### config.mk
export PLATFORM = sky130hd
export DESIGN_NAME = analog_wheel_step_counter_flat
export DESIGN_NICKNAME = d
export VERILOG_FILES = /design/src/hw/rtl/awsc_pkg.sv /design/src/hw/rtl/awsc_if.sv /design/src/hw/rtl/awsc_wheel.sv /design/src/hw/rtl/awsc_goal.sv /design/src/hw/rtl/analog_wheel_step_counter.sv /design/src/flat_wrapper.sv
export SDC_FILE = /design/constraint.sdc
export NUM_CORES = 1
export LEC_CHECK = 0
export BUFFER_PORTS_ARGS = -buffer_cell sky130_fd_sc_hd__buf_4
export CORE_ASPECT_RATIO = 1.25
export CORE_MARGIN = 4
export CORE_UTILIZATION = 54
export CTS_CLUSTER_SIZE = 30
export DETAILED_ROUTE_END_ITERATION = 10
export GPL_ROUTABILITY_DRIVEN = 0
export HOLD_SLACK_MARGIN = 0.12
export PLACE_DENSITY_LB_ADDON = 0.05
export SYNTH_ARGS = -nofsm -noshare
export SYNTH_HDL_FRONTEND = slang
export SYNTH_HIERARCHICAL = 1
export SYNTH_SLANG_ARGS = --single-unit
### constraint.sdc
create_clock -name clk -period 7.6 [get_ports clk]
set_input_delay 1.14 -clock clk [delete_from_list [all_inputs] [get_ports clk]]
set_output_delay 1.14 -clock clk [all_outputs]
set_load 0.005 [all_outputs]
### src/hw/rtl/awsc_pkg.sv
// ----------------------------------------------------------------------------
// awsc_pkg: shared types and constants of the analog wheel step counter
// Channel codes, configuration register indexes, and the configuration
// record and per-wheel result record that travel between the modules.
// ----------------------------------------------------------------------------
package awsc_pkg;

	// Field widths.
	localparam int SampleW = 8;
	localparam int CountW  = 16;
	localparam int KindW   = 2;
	localparam int IndexW  = 3;
	localparam int DataW   = 16;

	// Channel codes carried in the kind field.
	localparam logic [KindW-1:0] KIND_GOAL_LEFT   = 2'd0;
	localparam logic [KindW-1:0] KIND_GOAL_RIGHT  = 2'd1;
	localparam logic [KindW-1:0] KIND_RIGHT_WHEEL = 2'd2;
	localparam logic [KindW-1:0] KIND_LEFT_WHEEL  = 2'd3;

	// Configuration register indexes.
	localparam logic [IndexW-1:0] REG_MIN_SLOPE       = 3'd0;
	localparam logic [IndexW-1:0] REG_STEPS_MODE      = 3'd1;
	localparam logic [IndexW-1:0] REG_RIGHT_TARGET    = 3'd2;
	localparam logic [IndexW-1:0] REG_LEFT_TARGET     = 3'd3;
	localparam logic [IndexW-1:0] REG_LEFT_REFERENCE  = 3'd4;
	localparam logic [IndexW-1:0] REG_RIGHT_REFERENCE = 3'd5;
	localparam logic [IndexW-1:0] REG_LEFT_MARGIN     = 3'd6;
	localparam logic [IndexW-1:0] REG_RIGHT_MARGIN    = 3'd7;

	// Priming of the first wheel sample.
	localparam logic [SampleW-1:0] PRIME_THRESHOLD = 8'd150;
	localparam logic [SampleW-1:0] PRIME_LOW       = 8'd0;
	localparam logic [SampleW-1:0] PRIME_HIGH      = 8'd255;

	// Configuration register file.
	typedef struct packed {
		logic [SampleW-1:0] slope_limit;
		logic               steps_mode;
		logic [CountW-1:0]  right_target;
		logic [CountW-1:0]  left_target;
		logic [SampleW-1:0] left_reference;
		logic [SampleW-1:0] right_reference;
		logic [SampleW-1:0] left_margin;
		logic [SampleW-1:0] right_margin;
	} cfg_t;

	// What one wheel tracker reports for the item in flight.
	typedef struct packed {
		logic [CountW-1:0] count;
		logic              stop;
	} wheel_res_t;

endpackage

### src/hw/rtl/awsc_if.sv
// ----------------------------------------------------------------------------
// awsc_if: item channels of the analog wheel step counter
// Valid/ready channels for sample items in and result items out.
// ----------------------------------------------------------------------------

// Sample channel: one tagged converter reading per item.
interface awsc_in_if;
	logic       valid;
	logic       ready;
	logic [1:0] kind;
	logic [7:0] sample;

	modport source (output valid, output kind, output sample, input ready);
	modport sink   (input valid, input kind, input sample, output ready);
endinterface

// Result channel: counts, goal status and stop pulses per item.
interface awsc_out_if;
	logic        valid;
	logic        ready;
	logic        goal_status;
	logic [15:0] right_steps;
	logic [15:0] left_steps;
	logic        stop_right;
	logic        stop_left;

	modport source (output valid, output goal_status, output right_steps,
		output left_steps, output stop_right, output stop_left, input ready);
	modport sink   (input valid, input goal_status, input right_steps,
		input left_steps, input stop_right, input stop_left, output ready);
endinterface

### src/hw/rtl/awsc_wheel.sv
// ----------------------------------------------------------------------------
// awsc_wheel: step tracker for one wheel reflectance sensor
// Keeps the last sample and slope direction, counts a step on each large
// slope that reverses direction, and flags the stop condition.
// ----------------------------------------------------------------------------
module awsc_wheel (
	input  logic                             clk,
	input  logic                             arst_n,
	input  logic                             upd,
	input  logic [awsc_pkg::SampleW-1:0]     sample,
	input  logic [awsc_pkg::SampleW-1:0]     slope_limit,
	input  logic                             steps_mode,
	input  logic [awsc_pkg::CountW-1:0]      target,
	output awsc_pkg::wheel_res_t             res
);

	logic [awsc_pkg::SampleW-1:0] last_q;
	logic                         primed_q;
	logic                         rising_q;
	logic [awsc_pkg::CountW-1:0]  count_q;

	logic [awsc_pkg::SampleW-1:0] last_eff;
	logic [awsc_pkg::SampleW-1:0] slope;
	logic                         rising;
	logic                         moved;
	logic                         big;
	logic                         step;
	logic [awsc_pkg::CountW-1:0]  count_next;

	// Slope against the last sample; an unprimed wheel starts at the far end.
	always_comb begin
		if (primed_q) begin
			last_eff = last_q;
		end else if (sample > awsc_pkg::PRIME_THRESHOLD) begin
			last_eff = awsc_pkg::PRIME_LOW;
		end else begin
			last_eff = awsc_pkg::PRIME_HIGH;
		end
		rising = sample > last_eff;
		slope  = rising ? (sample - last_eff) : (last_eff - sample);
		moved  = upd && (sample != last_eff);
		big    = moved && (slope > slope_limit);
		// The first slope sets the direction and so never counts.
		step   = big && primed_q && (rising != rising_q);
		count_next = count_q + {{(awsc_pkg::CountW-1){1'b0}}, step};
	end

	// Report the count after this item and the stop check.
	always_comb begin
		res.count = count_next;
		res.stop  = big && steps_mode && (target != '0) && (count_next >= target);
	end

	// Wheel state update.
	always_ff @(posedge clk or negedge arst_n) begin
		if (!arst_n) begin
			last_q   <= '0;
			primed_q <= 1'b0;
			rising_q <= 1'b0;
			count_q  <= '0;
		end else begin
			if (moved) begin
				last_q   <= sample;
				primed_q <= 1'b1;
				if (!primed_q || step) begin
					rising_q <= rising;
				end
			end
			count_q <= count_next;
		end
	end

`ifndef ASSERT_OFF
	a_count_holds: assert property (@(posedge clk) disable iff (!arst_n)
		!upd |=> $stable(count_q))
		else $error("wheel count changed without an item");
	a_count_step: assert property (@(posedge clk) disable iff (!arst_n)
		upd |=> (count_q == $past(count_q)) || (count_q == $past(count_q) + 16'd1))
		else $error("wheel count moved by more than one step");
	a_primed_on_move: assert property (@(posedge clk) disable iff (!arst_n)
		moved |=> primed_q && (last_q == $past(sample)))
		else $error("wheel state not refreshed after a new sample");
`endif

endmodule

### src/hw/rtl/awsc_goal.sv
// ----------------------------------------------------------------------------
// awsc_goal: goal line sensing
// Keeps the latest reading of each goal sensor, compares it against the
// reference plus margin, and lags the combined status by one goal update.
// ----------------------------------------------------------------------------
module awsc_goal (
	input  logic                         clk,
	input  logic                         arst_n,
	input  logic                         upd,
	input  logic                         side_right,
	input  logic [awsc_pkg::SampleW-1:0] sample,
	input  awsc_pkg::cfg_t               cfg,
	output logic                         status
);

	logic [awsc_pkg::SampleW-1:0] left_sample_q;
	logic [awsc_pkg::SampleW-1:0] right_sample_q;
	logic                         left_flag_q;
	logic                         right_flag_q;
	logic                         status_q;

	logic [awsc_pkg::SampleW-1:0] left_sample;
	logic [awsc_pkg::SampleW-1:0] right_sample;
	logic [awsc_pkg::SampleW:0]   left_thresh;
	logic [awsc_pkg::SampleW:0]   right_thresh;
	logic                         left_flag;
	logic                         right_flag;

	// Threshold is reference plus margin, kept at nine bits.
	always_comb begin
		left_sample  = (upd && !side_right) ? sample : left_sample_q;
		right_sample = (upd && side_right) ? sample : right_sample_q;
		left_thresh  = {1'b0, cfg.left_reference} + {1'b0, cfg.left_margin};
		right_thresh = {1'b0, cfg.right_reference} + {1'b0, cfg.right_margin};
		left_flag    = {1'b0, left_sample} >= left_thresh;
		right_flag   = {1'b0, right_sample} >= right_thresh;
		status       = upd ? (left_flag_q && right_flag_q) : status_q;
	end

	// Goal state update.
	always_ff @(posedge clk or negedge arst_n) begin
		if (!arst_n) begin
			left_sample_q  <= '0;
			right_sample_q <= '0;
			left_flag_q    <= 1'b0;
			right_flag_q   <= 1'b0;
			status_q       <= 1'b0;
		end else if (upd) begin
			left_sample_q  <= left_sample;
			right_sample_q <= right_sample;
			left_flag_q    <= left_flag;
			right_flag_q   <= right_flag;
			status_q       <= status;
		end
	end

endmodule

### src/hw/rtl/analog_wheel_step_counter.sv
// ----------------------------------------------------------------------------
// analog_wheel_step_counter: wheel step counting and goal line sensing
// Top level: configuration registers, input register, wheel and goal
// trackers, and the result register.
// ----------------------------------------------------------------------------
// Each sample item enters an input register and is applied to the wheel or
// goal state as it moves on, in the same edge that loads its result into the
// output register, so the block takes one item per clock while the output is
// not stalled; result valid is registered. The single state update per item
// is a subtract, a compare and a 16-bit increment. A new item is accepted
// while a finished result waits; only a stalled output together with a full
// input register holds ready low. Configuration must be written through the
// wr_* port only while no item is in flight; the block does not enforce this.
module analog_wheel_step_counter (
	input  logic                          clk,
	input  logic                          arst_n,
	input  logic                          wr_en,
	input  logic [awsc_pkg::IndexW-1:0]   wr_index,
	input  logic [awsc_pkg::DataW-1:0]    wr_data,
	awsc_in_if.sink                       samples,
	awsc_out_if.source                    results
);

	awsc_pkg::cfg_t cfg_q;

	logic                         valid_s1;
	logic [awsc_pkg::KindW-1:0]   kind_s1;
	logic [awsc_pkg::SampleW-1:0] sample_s1;

	logic                         out_valid_q;
	logic                         goal_status_q;
	logic [awsc_pkg::CountW-1:0]  right_steps_q;
	logic [awsc_pkg::CountW-1:0]  left_steps_q;
	logic                         stop_right_q;
	logic                         stop_left_q;

	logic                         fire_s1;
	logic                         upd_goal;
	logic                         upd_right;
	logic                         upd_left;
	logic                         goal_status;
	awsc_pkg::wheel_res_t         right_res;
	awsc_pkg::wheel_res_t         left_res;

	// Configuration register writes.
	always_ff @(posedge clk or negedge arst_n) begin
		if (!arst_n) begin
			cfg_q <= '0;
		end else if (wr_en) begin
			case (wr_index)
				awsc_pkg::REG_MIN_SLOPE:       cfg_q.slope_limit <= wr_data[7:0];
				awsc_pkg::REG_STEPS_MODE:      cfg_q.steps_mode <= wr_data[0];
				awsc_pkg::REG_RIGHT_TARGET:    cfg_q.right_target <= wr_data;
				awsc_pkg::REG_LEFT_TARGET:     cfg_q.left_target <= wr_data;
				awsc_pkg::REG_LEFT_REFERENCE:  cfg_q.left_reference <= wr_data[7:0];
				awsc_pkg::REG_RIGHT_REFERENCE: cfg_q.right_reference <= wr_data[7:0];
				awsc_pkg::REG_LEFT_MARGIN:     cfg_q.left_margin <= wr_data[7:0];
				awsc_pkg::REG_RIGHT_MARGIN:    cfg_q.right_margin <= wr_data[7:0];
				default:                       cfg_q <= cfg_q;
			endcase
		end
	end

	// Handshake: the item in the input register moves on when the output
	// register is empty or being emptied.
	always_comb begin
		fire_s1       = valid_s1 && (!out_valid_q || results.ready);
		samples.ready = !valid_s1 || fire_s1;
		upd_goal      = fire_s1 && ((kind_s1 == awsc_pkg::KIND_GOAL_LEFT) ||
			(kind_s1 == awsc_pkg::KIND_GOAL_RIGHT));
		upd_right     = fire_s1 && (kind_s1 == awsc_pkg::KIND_RIGHT_WHEEL);
		upd_left      = fire_s1 && (kind_s1 == awsc_pkg::KIND_LEFT_WHEEL);
	end

	// Input register.
	always_ff @(posedge clk or negedge arst_n) begin
		if (!arst_n) begin
			valid_s1 <= 1'b0;
		end else if (samples.ready) begin
			valid_s1 <= samples.valid;
		end
	end

	always_ff @(posedge clk) begin
		if (samples.ready && samples.valid) begin
			kind_s1   <= samples.kind;
			sample_s1 <= samples.sample;
		end
	end

	// Wheel and goal trackers.
	awsc_wheel u_right (
		.clk         (clk),
		.arst_n      (arst_n),
		.upd         (upd_right),
		.sample      (sample_s1),
		.slope_limit (cfg_q.slope_limit),
		.steps_mode  (cfg_q.steps_mode),
		.target      (cfg_q.right_target),
		.res         (right_res)
	);

	awsc_wheel u_left (
		.clk         (clk),
		.arst_n      (arst_n),
		.upd         (upd_left),
		.sample      (sample_s1),
		.slope_limit (cfg_q.slope_limit),
		.steps_mode  (cfg_q.steps_mode),
		.target      (cfg_q.left_target),
		.res         (left_res)
	);

	awsc_goal u_goal (
		.clk        (clk),
		.arst_n     (arst_n),
		.upd        (upd_goal),
		.side_right (kind_s1 == awsc_pkg::KIND_GOAL_RIGHT),
		.sample     (sample_s1),
		.cfg        (cfg_q),
		.status     (goal_status)
	);

	// Result register.
	always_ff @(posedge clk or negedge arst_n) begin
		if (!arst_n) begin
			out_valid_q <= 1'b0;
		end else if (fire_s1) begin
			out_valid_q <= 1'b1;
		end else if (results.ready) begin
			out_valid_q <= 1'b0;
		end
	end

	always_ff @(posedge clk) begin
		if (fire_s1) begin
			goal_status_q <= goal_status;
			right_steps_q <= right_res.count;
			left_steps_q  <= left_res.count;
			stop_right_q  <= right_res.stop;
			stop_left_q   <= left_res.stop;
		end
	end

	assign results.valid       = out_valid_q;
	assign results.goal_status = goal_status_q;
	assign results.right_steps = right_steps_q;
	assign results.left_steps  = left_steps_q;
	assign results.stop_right  = stop_right_q;
	assign results.stop_left   = stop_left_q;

`ifndef ASSERT_OFF
	a_s1_held: assert property (@(posedge clk) disable iff (!arst_n)
		valid_s1 && !fire_s1 |=> valid_s1 && $stable(kind_s1) && $stable(sample_s1))
		else $error("item in input register lost while the output stalled");
	a_one_stop: assert property (@(posedge clk) disable iff (!arst_n)
		out_valid_q |-> !(stop_right_q && stop_left_q))
		else $error("both stop pulses raised by one item");
	a_stop_mode: assert property (@(posedge clk) disable iff (!arst_n)
		fire_s1 && (right_res.stop || left_res.stop) |-> cfg_q.steps_mode)
		else $error("stop pulse raised outside steps mode");
`endif

endmodule

### src/flat_wrapper.sv
// flat-port wrapper written by rule: the top's interface ports become plain ports
module analog_wheel_step_counter_flat 
  (clk, arst_n, wr_en, wr_index, wr_data, samples_valid, samples_kind, samples_sample, samples_ready, results_valid, results_goal_status, results_right_steps, results_left_steps, results_stop_right, results_stop_left, results_ready);
  awsc_in_if samples_i ();
  awsc_out_if results_i ();
  input  logic clk;
  input  logic arst_n;
  input  logic wr_en;
  input  logic [awsc_pkg::IndexW-1:0] wr_index;
  input  logic [awsc_pkg::DataW-1:0] wr_data;
  input wire logic [$bits(samples_i.valid)-1:0] samples_valid;
  input wire logic [$bits(samples_i.kind)-1:0] samples_kind;
  input wire logic [$bits(samples_i.sample)-1:0] samples_sample;
  output wire logic [$bits(samples_i.ready)-1:0] samples_ready;
  output wire logic [$bits(results_i.valid)-1:0] results_valid;
  output wire logic [$bits(results_i.goal_status)-1:0] results_goal_status;
  output wire logic [$bits(results_i.right_steps)-1:0] results_right_steps;
  output wire logic [$bits(results_i.left_steps)-1:0] results_left_steps;
  output wire logic [$bits(results_i.stop_right)-1:0] results_stop_right;
  output wire logic [$bits(results_i.stop_left)-1:0] results_stop_left;
  input wire logic [$bits(results_i.ready)-1:0] results_ready;
  assign samples_i.valid = samples_valid;
  assign samples_i.kind = samples_kind;
  assign samples_i.sample = samples_sample;
  assign samples_ready = samples_i.ready;
  assign results_valid = results_i.valid;
  assign results_goal_status = results_i.goal_status;
  assign results_right_steps = results_i.right_steps;
  assign results_left_steps = results_i.left_steps;
  assign results_stop_right = results_i.stop_right;
  assign results_stop_left = results_i.stop_left;
  assign results_i.ready = results_ready;
  analog_wheel_step_counter u_core (.clk(clk), .arst_n(arst_n), .wr_en(wr_en), .wr_index(wr_index), .wr_data(wr_data), .samples(samples_i), .results(results_i));
endmodule
==> metrics.md <==
| Metric | Value |
|---|---|
| Hold Buf Count CTS | `0` |
| H-tree depth | `4` |
| DRT iter0 DRCs | `262` |
| Startpoint types | `register` |
| Outcome | `finished clean` |
| Switching share of power | `0.345` |
| Root buffer cell | `clkbuf_16` |
| Worst Hold Depth | `2` |
| Height of the die | `167 µm` |
| Syn. warnings | `6` |
| Kind of critical path | `register to register` |
| Post-Layout Cell Count | `1313` |
| DRT Wirelength | `22700 µm` |
| Register area | `5000 µm²` |
| Synth area leaders | `dfrtp_1 33%, ha_1 13%, edfxtp_1 12%, mux2_2 9.7%, inv_1 3.1%` |
| Share of power burned in registers | `0.384` |
| Syn-to-layout area delta | `13.0%` |
| Post-cts gate resize count | `0` |
| Combinational share of power | `0.361` |
| Largest area contributor in the netlist | `dfrtp_1` |
| Synth top area share | `0.333` |
| Worst Path Max Fanout | `16` |
| Starting Density | `0.547` |
| I/O pins | `71` |
| Util after Layout | `0.618` |
| Post-synthesis register bit count | `191` |
| Detail Route Antenna Nets | `0` |
| Leakage | `5.89 nW` |
| Fillers | `1657` |
| Clock net sink count | `191` |
| CP most frequent cell | `ha_1` |
| Synth async-reset ratio | `0.764` |
| Crit path DAT | `7110 ps` |
| Worst skew pair latency | `440 ps` |
| Post-synthesis cell type count | `66` |
| Vias in the first global route | `7201` |
| Fin crit share | `0.911` |
| Post-Route Setup TNS | `0 ps` |
| Layout Skew | `16.4 ps` |
| Most frequent cells in the layout | `146 x dfrtp_1, 114 x ha_1, 94 x mux2_2, 92 x inv_1, 81 x buf_4` |
| Hold Fails Final Rpt | `0` |
| Maxcap violations | `0` |
| Setup violators final | `0` |
| Top FF cell, synth | `dfrtp_1` |
| # nets final | `1184` |
| Peak supply drop | `0.172 mV` |
| Port Buffer Count | `70` |
| CTS buffer count | `17` |
| Critical Path Slowest Stage Cell | `or4_1` |
| Syn nets | `1106` |
| DR vias | `7176` |
| Avg WL per Cell | `17.3 µm` |
| Placed insts | `1281` |
| # rows | `58` |
| Mapped cell area | `11000 µm²` |
| Clk pwr share | `0.255` |
| FF-to-FF path depth | `31` |
| Drt first pass iters | `5` |
| Crit. End Element | `register` |
| Net Switching | `0.00121 W` |
| Syn Inst Count | `952` |
| Fmax | `144 MHz` |
| Die area | `22700 µm²` |
| Drt drc | `0` |
| Commonest non-fill, non-tap cell in the layout | `dfrtp_1` |
| RSZ-0062 raised after global routing | `no` |
| Slew @ Worst Pin | `1120 ps` |
| PD cells | `283 nW/µm²` |
| Sequential share of the synthesized area | `0.456` |
| Layout cell share with drive strength beyond 1 | `0.228` |
| Hold/Removal Path Class | `register to register` |
| Antenna Diode Count | `0` |
| TritonCTS clock tree | `done` |
| Tmin final | `6920 ps` |
| First-pass GRT wire length | `37300 µm` |
| Clk slew on worst S/H paths | `70 ps` |
| Core footprint | `20000 µm²` |
| Post-synth EDFFs | `45` |
| Crit-path max cell delay | `570 ps` |
| Gr usage total | `0.208` |
| Vias per cell | `5.47` |
| Post-CTS setup buffer count | `0` |
| Die W | `135 µm` |
| R2R Setup Slk | `680 ps` |
| Dpl hpwl | `17200 µm` |
| Synth Area per Inst | `11.5 µm²` |
| Max-slew violations | `0` |
| Gr ovfl total | `0` |
| Initial antenna violation count | `0` |
| CTS max path bufs | `2` |
| Multi-input logic area | `5460 µm²` |
| Largest net degree at the start of global routing | `83` |
| Internal | `0.00230 W` |
| Data required, critical path | `7790 ps` |
| Slew HR | `0.257` |
## worst paths after layout
path	start	to
worst min-delay path	u_core/u_right/last_q[0]	u_core/u_right/last_q[0]
min in group asynchronous	arst_n	u_core/u_left/count_q[8]
worst max-delay path	u_core/sample_s1[0]	u_core/results.stop_left
max in group asynchronous	arst_n	u_core/cfg_q[17]
worst min register to register	u_core/u_right/last_q[0]	u_core/u_right/last_q[0]
worst max register to register	u_core/sample_s1[0]	u_core/results.stop_left
## power groups by stage
stage	clock network (W)	logic (W)	registers, W
2_1_floorplan	0	0.000985	0.00134
3_3_place_gp	0	0.00125	0.00136
3_5_place_dp	0	0.00127	0.00137
4_1_cts	0.000919	0.00128	0.00135
5_1_grt	0.000964	0.00145	0.00137
6_report	0.000895	0.00127	0.00135
## cell families (layout without fill, tap and decap cells)
family / Yosys count / after routing / synth area share
AO/OA/AOI/OAI: 168 / 168 / 0.0994
XOR/XNOR: 52 / 52 / 0.0415
adder cells (fa/ha/maj): 120 / 120 / 0.141
buffers and inverters: 117 / 208 / 0.0466
flip-flops: 191 / 191 / 0.456
multiplexers: 113 / 113 / 0.119
AND/OR/NAND/NOR: 191 / 191 / 0.0961
## metal layers
metal  vias up  global-route usage  wire [µm]
met5         -                   0          0
met4         0              0.0482        257
met3        20              0.0340        640
met2       111               0.358      11500
met1      3498               0.275      10300
li1       3547                   -          -
## registers in the layout, summed over array words and instances (netlist names), 16 cells and up
| register | count |
|---|---|
| u_core/cfg_q | 73 |
| u_core/results.left_steps | 16 |
| u_core/results.right_steps | 16 |
| u_core/u_left/count_q | 16 |
| u_core/u_right/count_q | 16 |
## Yosys cell counts (4+ instances only)
library cell  count
dfrtp_1         146
ha_1            114
mux2_2           94
inv_1            92
nand2_1          56
edfxtp_1         45
a21oi_1          39
xnor2_1          31
a21o_1           27
nor2_1           27
o21ai_0          24
nand4_1          23
xor2_1           21
nand3_1          17
o21a_1           17
o21ai_1          17
nor2b_1          13
a211oi_1         10
mux2_4           10
a31oi_1           9
buf_2             9
nand2b_1          8
nor4_1            8
buf_4             6
fa_1              6
and3_1            5
buf_6             5
mux2i_1           5
nor3_1            5
or2_2             5
a211o_1           4
mux2_1            4
## critical path: cells and delay by family (launching register included)
| family | cells | cell delay, ps |
|---|---|---|
| AO/OA/AOI/OAI | 11 | 2050 |
| AND/OR/NAND/NOR | 10 | 2030 |
| adder cells (fa/ha/maj) | 6 | 1600 |
| XOR/XNOR | 2 | 390 |
| flip-flops | 1 | 360 |
| buffers and inverters | 2 | 250 |
## stage by stage
step / worst slack [ps] / hold WS, ps / area [µm²] / total power, W
after CTS: 495 / 492 / 12400 / 0.00354
after global routing: 141 / 513 / 12400 / 0.00379
final: 678 / 488 / 12400 / 0.00351
after floorplan: 1630 / 445 / 11000 / 0.00232
after detailed placement: 533 / 476 / 11800 / 0.00263
after global placement: 637 / 470 / 11800 / 0.00261
## final cells by class
cell class / instances / share of cell area
Multi-Input combinational cell: 644 / 0.441
Sequential cell: 191 / 0.404
Timing Repair Buffer: 82 / 0.0500
Clock buffer: 17 / 0.0344
Inverter: 94 / 0.0285
Tap cell: 270 / 0.0273
Clock inverter: 15 / 0.0145
No activity file was read; power rests on OpenSTA's default activity.
